<file path="config.mk">
export PLATFORM = sky130hd
export DESIGN_NAME = hamming_32_encode_decode
export DESIGN_NICKNAME = d
export VERILOG_FILES = /design/src/hw/rtl/hmc32_pkg.sv /design/src/hw/rtl/hamming_32_encode_decode.sv
export SDC_FILE = /design/constraint.sdc
export NUM_CORES = 1
export LEC_CHECK = 0
export ABC_CLOCK_PERIOD_IN_PS = 2800
export BUFFER_PORTS_ARGS = -buffer_cell sky130_fd_sc_hd__clkbuf_2
export CORE_MARGIN = 4
export CORE_UTILIZATION = 45
export DETAILED_ROUTE_END_ITERATION = 16
export PLACE_DENSITY = 0.76
export SLEW_MARGIN = 20
export SYNTH_ARGS = -nofsm -noshare
export SYNTH_HDL_FRONTEND = slang
export SYNTH_SLANG_ARGS = --single-unit
</file>
<file path="constraint.sdc">
create_clock -name clock -period 2.8 [get_ports clock]
set_input_delay 0.14 -clock clock [delete_from_list [all_inputs] [get_ports clock]]
set_output_delay 0.14 -clock clock [all_outputs]
set_load 0.01 [all_outputs]
</file>
<file path="src/hw/rtl/hmc32_pkg.sv">
`timescale 1ns / 1ps

package hmc32_pkg;

   // Code geometry
   localparam int unsigned CodeBits   = 32;
   localparam int unsigned DataBits   = 27;
   localparam int unsigned ParityBits = 5;

   typedef logic [CodeBits-1:0]   codeword_type;
   typedef logic [DataBits-1:0]   data_type;
   typedef logic [ParityBits-1:0] syndrome_type;
   typedef logic [4:0]            bit_idx_type;

   typedef enum logic {
      MODE_ENCODE = 1'b0,
      MODE_DECODE = 1'b1
   } mode_type;

   // Coverage of each parity bit over word bits 0..30; bit 31 is never covered
   localparam codeword_type CoverMask [ParityBits] = '{
      32'h5555_5555, 32'h6666_6666, 32'h7878_7878, 32'h7F80_7F80, 32'h7FFF_8000
   };

   // Word bit of each parity bit (positions 1, 2, 4, 8, 16)
   localparam bit_idx_type ParityPos [ParityBits] = '{
      5'd0, 5'd1, 5'd3, 5'd7, 5'd15
   };

   // Word bit of each data bit, in ascending order
   localparam bit_idx_type DataPos [DataBits] = '{
      5'd2,  5'd4,  5'd5,  5'd6,  5'd8,  5'd9,  5'd10, 5'd11, 5'd12,
      5'd13, 5'd14, 5'd16, 5'd17, 5'd18, 5'd19, 5'd20, 5'd21, 5'd22,
      5'd23, 5'd24, 5'd25, 5'd26, 5'd27, 5'd28, 5'd29, 5'd30, 5'd31
   };

   // Place data bits into the non-parity positions
   function automatic codeword_type scatter_data(data_type data);
      codeword_type word;
      word = '0;
      for (int k = 0; k < DataBits; k++) begin
         word[DataPos[k]] = data[k];
      end
      return word;
   endfunction

   // Pull data bits back out of the non-parity positions
   function automatic data_type gather_data(codeword_type word);
      data_type data;
      for (int k = 0; k < DataBits; k++) begin
         data[k] = word[DataPos[k]];
      end
      return data;
   endfunction

   // Even parity of each coverage group; the masks do not overlap other
   // parity positions, so the groups are independent
   function automatic syndrome_type syndrome(codeword_type word);
      syndrome_type syn;
      for (int i = 0; i < ParityBits; i++) begin
         syn[i] = ^(word & CoverMask[i]);
      end
      return syn;
   endfunction

endpackage

</file>
<file path="src/hw/rtl/hamming_32_encode_decode.sv">
`timescale 1ns / 1ps

// Hamming single-error-correcting coder for 32-bit words. Take one word per
// clock on start (busy stays low, so every start is taken); the result appears
// on rsp_result_word with rsp_strobe for one cycle, and words come out in the
// order they went in. The receiver cannot stall: it must take each result in
// the cycle that rsp_strobe marks. The latency is set by the input register and
// the result register; all coding logic sits between the two. In encode mode
// the low 27 bits are spread over the data positions and the five even-parity
// bits are filled in. In decode mode a nonzero syndrome flips the named bit and
// the 27 data bits come out zero-extended. Position 32 (bit 31) is covered by
// no parity bit, so an error there passes into data bit 26; a double error is
// miscorrected.
module hamming_32_encode_decode (
   input  logic        clock,
   input  logic        reset,
   input  logic        start,
   output logic        busy,
   input  logic        req_mode,
   input  logic [31:0] req_data_word,
   output logic        rsp_strobe,
   output logic [31:0] rsp_result_word
);

   logic                     req_vld_ff;
   logic                     mode_ff;
   hmc32_pkg::codeword_type  word_ff;
   logic                     rsp_strobe_ff;
   logic                     rsp_strobe_in;
   hmc32_pkg::codeword_type  rsp_word_ff;
   hmc32_pkg::codeword_type  rsp_word_in;

   hmc32_pkg::codeword_type  enc_scatter;
   hmc32_pkg::syndrome_type  enc_parity;
   hmc32_pkg::codeword_type  enc_word;
   hmc32_pkg::syndrome_type  dec_syn;
   hmc32_pkg::codeword_type  dec_fixed;
   hmc32_pkg::codeword_type  dec_word;

   // Never stall the requester
   assign busy = 1'b0;

   // Capture the incoming word
   always_ff @(posedge clock) begin
      if (reset) begin
         req_vld_ff <= 1'b0;
      end else begin
         req_vld_ff <= start && !busy;
      end
      mode_ff <= req_mode;
      word_ff <= req_data_word;
   end

   // Encode: scatter data, then fill the parity positions
   always_comb begin
      enc_scatter = hmc32_pkg::scatter_data(word_ff[hmc32_pkg::DataBits-1:0]);
      enc_parity  = hmc32_pkg::syndrome(enc_scatter);
      enc_word    = enc_scatter;
      for (int i = 0; i < hmc32_pkg::ParityBits; i++) begin
         enc_word[hmc32_pkg::ParityPos[i]] = enc_parity[i];
      end
   end

   // Decode: flip the bit the syndrome names, then gather data
   always_comb begin
      dec_syn   = hmc32_pkg::syndrome(word_ff);
      dec_fixed = word_ff;
      if (dec_syn != '0) begin
         dec_fixed = word_ff ^ (hmc32_pkg::codeword_type'(1) << (dec_syn - 5'd1));
      end
      dec_word = {{(hmc32_pkg::CodeBits-hmc32_pkg::DataBits){1'b0}},
                  hmc32_pkg::gather_data(dec_fixed)};
   end

   // Select the result for the mode
   always_comb begin
      rsp_strobe_in = req_vld_ff;
      case (mode_ff)
         hmc32_pkg::MODE_ENCODE: rsp_word_in = enc_word;
         hmc32_pkg::MODE_DECODE: rsp_word_in = dec_word;
         default:                rsp_word_in = enc_word;
      endcase
   end

   // Hold the result for its one cycle
   always_ff @(posedge clock) begin
      if (reset) begin
         rsp_strobe_ff <= 1'b0;
      end else begin
         rsp_strobe_ff <= rsp_strobe_in;
      end
      rsp_word_ff <= rsp_word_in;
   end

   assign rsp_strobe      = rsp_strobe_ff;
   assign rsp_result_word = rsp_word_ff;

endmodule

</file>
After elaboration in Yosys (flattened, before gate mapping)
Index checks and enable logic that the tools add are counted.

Register bits: 67. Output and inout port bits: 34. Logic and storage cells: 22.

Add/subtract/negate cells: 1. Shift operators: 1. Multiplexer cells: 2. Bitwise operators: 2. Reduce and logical (&&, ||, !) cells: 11.

Operator list (count): $reduce_xor 32->1 (10); $pmux 32 s2 (1); $mux 32 (1); $shl 1x5->32 const A (1); $xor 32x32->32 (1); $reduce_bool 5->1 (1); $sub 5x1->5 const B (1); $not 1->1 (1).

Logic depth before layout (Yosys ltp)
Depth after elaboration: 6. Depth in mapped cells: 7. Mapped depth without buffers: 6.

Least setup slack after synthesis
No wires, ideal clock.

Path kind: reg2reg. Start: register word_ff[22]. End: register rsp_word_ff[18], in the netlist rsp_result_word[18]. Library setup time: 0.136 ns. Arrival: 2.215 ns. Data required time: 2.664 ns. Slack: 0.449 ns. Stages on the path, launching flop included: 8. Buffers on the path: 1. Period minus slack after synthesis: 2.351 ns. Cell sequence: dfxtp_1 -> xnor2_1 -> xnor3_2 -> xnor3_4 -> xor2_4 -> buf_6 -> a211oi_1 -> o221ai_1.

Longest elaborated chain between the ends: 6. Elaborated cells between the ends (all ways): 10.

RTL lines: from (decl) (line hamming_32_encode_decode.sv:27) `hmc32_pkg::codeword_type word_ff;`; from (signal assigned) (line hamming_32_encode_decode.sv:51) `word_ff <= req_data_word;`; $reduce_xor 32->1 (line hmc32_pkg.sv:61) `syn[i] = ^(word & CoverMask[i]);`; $sub 5x1->5 (line hamming_32_encode_decode.sv:69) `dec_fixed = word_ff ^ (hmc32_pkg::codeword_type'(1) << (dec_syn - 5'd1));`; $shl 1x5->32 (line hamming_32_encode_decode.sv:69); $xor 32x32->32 (line hamming_32_encode_decode.sv:69); $mux 32 (*) (line hamming_32_encode_decode.sv:68) `if (dec_syn != '0) begin`; $pmux 32 s2 (*) (line hamming_32_encode_decode.sv:78) `case (mode_ff)`; net rsp_word_in[18] (line hamming_32_encode_decode.sv:31) `hmc32_pkg::codeword_type rsp_word_in;`; to (signal assigned) (line hamming_32_encode_decode.sv:92) `rsp_word_ff <= rsp_word_in;`; to (decl) (line hamming_32_encode_decode.sv:30) `hmc32_pkg::codeword_type rsp_word_ff;`.

Mark *: on every way through the listed nets, which the timed path passes. The rest lies on a longest branch. A chain may end at the register's enable or synchronous reset.

Worst setup path in the final report
Start: register word_ff[22]. End: register rsp_word_ff[7], in the netlist rsp_result_word[7].

Longest elaborated chain between the ends: 6. Elaborated cells between the ends (all ways): 11.

RTL lines (line): $reduce_xor 32->1 (hmc32_pkg.sv:61); $sub 5x1->5 (hamming_32_encode_decode.sv:69); $shl 1x5->32 (hamming_32_encode_decode.sv:69); $xor 32x32->32 (hamming_32_encode_decode.sv:69); $mux 32 (hamming_32_encode_decode.sv:68); $pmux 32 s2 (*) (hamming_32_encode_decode.sv:78); net rsp_word_in[7] (hamming_32_encode_decode.sv:31).

Marks and branches as above.

==> impl.org <==
** Clock tree
- Clock Sink Count :: 67
- Clk buf depth :: 2
- In this run the number of H-tree levels came out at 3.
- Clock transition time at the flip-flop clock pins of the worst setup and hold paths :: 70 ps
- Number of buffers created by CTS :: 9
- CTS tree :: built
- Root Buffer :: sky130_fd_sc_hd__clkbuf_8
- For the worst-skew pair, the clock arrives at the later sink with an insertion delay of 350 ps.

** Yosys
- The largest total area in the synthesized netlist belongs to sky130_fd_sc_hd__dfxtp_1.
- Synthesis produced 342 cells.
- Counting every net in the synthesized netlist gives 378.
- Sequential share of the synthesized area :: 0.385
- Most area-consuming cells after synthesis :: sky130_fd_sc_hd__dfxtp_1 38%, sky130_fd_sc_hd__xnor2_1 11%, sky130_fd_sc_hd__o2111ai_1 6.5%
- Distinct cell type count of the synthesized netlist :: 28
- Number of register bits inferred by synthesis :: 67
- The share of synthesized area in the top cell type comes to 0.385.
- Cell area after synthesis :: 3490 sq um
- Each instance of the synthesized netlist takes up on average 10.2 sq um.
- The Yosys step of the flow raised 0 warnings.

** Critical path
- In this run the worst path has a maximum fanout of 26.
- STA classifies the critical path startpoint as a flip-flop.
- Critical path class :: reg2reg
- Critical path capture point type :: flip-flop
- At the worst endpoint, the arrival time is 2850 ps.
- For the worst setup path, the data required time is 3020 ps.

** Finish
- Fill count :: 600
- Antenna Diode Count :: 0
- Layout cell share with drive strength beyond 1 :: 0.272
- At the end of the flow, the number of nets in the layout was 513.
- From synthesis to final layout, the design area changed by 35.4%.

** Floorplan
- The floorplan step defined a core boundary enclosing 7410 sq um.
- In this run the count of I/O pins placed on the die edge is 70.
- The die covers 9220 sq um.
- From bottom edge to top edge, the die measures 96.0 um.
- The die is 96.0 um wide.
- For this configuration, the core starts out at a cell density of 0.471.
- Row generation in the floorplan step produced 31 rows.

** Job
- Across the run, the number of max-cap violations was 0.

** Place
- Routability congestion estimate :: 0.959
- Total of buffers placed on input and output ports :: 68
- Detailed placement HPWL :: 7.27 mm

** Global routing
- The first global-routing pass estimated 16.1 mm of wire.
- For this run, the total global-route usage over all layers was measured as 0.234.
- Via count of the first global-routing pass :: 3176
- Number of antenna violations at the first check in global routing :: 0
- Maximum number of pins on one net before global-route repair :: 33
- Global route overflow :: 0

** Detailed routing
- Using the TritonRoute via totals, the vias-per-cell ratio works out to 5.59.
- Wire per inst :: 17.2 um
- Drt first pass iters :: 5
- Post-route ant nets :: 0
- Remaining design rule violation count :: 0
- The routed layout has 3246 vias.
- Wires add up to 9.99 mm.
- The first routing iteration left 264 violations.

** STA
- Setup violations remaining at the end of the flow were counted as 0.
- Between clock sinks in the finished design, the worst skew comes to 8.31 ps.
- For this run, the top clock speed supported by timing is 380 MHz.
- Final critical delay including setup and external delays :: 2630 ps
- Final total negative setup slack :: 0 ps
- In the finished design, the share of the clock period the worst path needs comes to 0.941.
- Relative slew margins :: 0.337
- RSZ-0062 raised after global routing :: no
- Final count of pins violating max slew :: 0
- Final count of hold timing violations :: 0
- At the pin with the least slew margin, the transition time is 986 ps.

** Power
- Power spread over the standard cell area amounts to 838 nW/um^2.
- Total design power :: 3.96 mW
- Peak supply drop :: 0.578 mV
- Summed over all cells, the static leakage comes to 2.03 nW.

** Min path
- Path class of the lowest-slack min-delay path :: in2reg

** Run status
- Run status :: finished clean
-- power by group --
group	internal [mW]	leakage, nW	switching, mW
sequential	1.06	0.564	0.0580
clock	0.497	0.101	0.374
combinational	0.786	1.36	1.18
-- placed cells by master (no fill, tap or decap), drive strengths merged, types with 4 or more instances in the layout --
| cell | count |
|---|---|
| clkbuf | 77 |
| dlygate4sd3 | 35 |
| inv | 21 |
| xor2 | 13 |
| dfxtp | 67 |
| nor2 | 4 |
| buf | 37 |
| xnor2 | 45 |
| o2111ai | 26 |
| xnor3 | 11 |
| a211oi | 26 |
| o221ai | 23 |
| nand2 | 30 |
| nor2b | 33 |
| nor3 | 8 |
| nand3 | 8 |
-- final timing paths --
| kind | end | startpoint | depth (start not counted) | slack (ps) |
|---|---|---|---|---|
| max | rsp_result_word[7]$_DFF_P_ | word_ff[22]$_DFF_P_ | 7 | 170 |
| max reg2reg | rsp_result_word[7]$_DFF_P_ | word_ff[22]$_DFF_P_ | 7 | 170 |
| min | word_ff[5]$_DFF_P_ | req_data_word[5] | 2 | 410 |
| min reg2reg | rsp_strobe$_SDFF_PP0_ | req_vld_ff$_SDFF_PP0_ | 1 | 440 |
-- synth_stat cells, drive strengths merged --
master and number:
a211oi 26, buf 6, clkbuf 10, conb 1
dfxtp 67, inv 21, mux2 1, nand2 30
nand2b 3, nand3 8, nor2 4, nor2b 33
nor3 8, o2111ai 26, o211ai 3, o221ai 23
xnor2 45, xnor3 11, xor2 13, xor3 3
-- cell type report --
class | instances | area (sq um) | share of cell area
inverter | 21 | 78.8 | 0.0167
clock buffer | 9 | 124 | 0.0262
multi-input combinational | 238 | 1990 | 0.422
timing repair buffer | 140 | 968 | 0.205
clock inverter | 7 | 92.6 | 0.0196
tap | 99 | 124 | 0.0262
sequential | 67 | 1340 | 0.284
-- critical path, cell delays in order (launching register included) --
cell	delay, ps
sky130_fd_sc_hd__dfxtp_1	360
sky130_fd_sc_hd__xnor2_1	300
sky130_fd_sc_hd__xnor3_2	440
sky130_fd_sc_hd__xnor3_4	540
sky130_fd_sc_hd__xor2_4	170
sky130_fd_sc_hd__buf_4	230
sky130_fd_sc_hd__a211oi_1	270
sky130_fd_sc_hd__o221ai_1	170
-- through the flow --
step / utilization / worst slack, ps / hold slack, ps / cell area (sq um) / cells
6_report: 0.637 / 166 / 414 / 4720 / 581
5_1_grt: 0.637 / 51.9 / 419 / 4720 / 581
2_1_floorplan: - / 449 / 168 / 3490 / 342
3_3_place_gp: 0.559 / 307 / 243 / 4140 / 530
4_1_cts: 0.636 / 209 / 403 / 4710 / 581
3_5_place_dp: 0.559 / 227 / 244 / 4140 / 530
-- flip-flops by register name, summed over array words and instances, names as in the netlist --
| signal | count |
|---|---|
| req_vld_ff | 1 |
| mode_ff | 1 |
| rsp_result_word | 32 |
| word_ff | 32 |
| rsp_strobe | 1 |
-- kinds of logic after synthesis --
group | count (synthesis) | synth area share
simple gates | 86 | 0.124
compound gates | 78 | 0.185
xor+xnor | 72 | 0.254
flops | 67 | 0.385
buf+inv | 37 | 0.0481
mux | 1 | 0.00323
other cells | 1 | 0.00108
-- per-layer routing --
layer | track usage | part of all wire
met5 | 0 | 0
met4 | 0.143 | 0.056
met2 | 0.357 | 0.45
met1 | 0.289 | 0.40
met3 | 0.0688 | 0.094
-- timing repair --
| item | CTS | global route |
|---|---|---|
| endpoints found under the hold margin | 35 | 0 |
| endpoints found under the setup margin | 0 | 7 |
| setup buffers | 0 | 0 |
| hold buffers | 35 | 0 |
| gates resized for setup | 0 | 2 |
(Power assumes the default switching activity.)
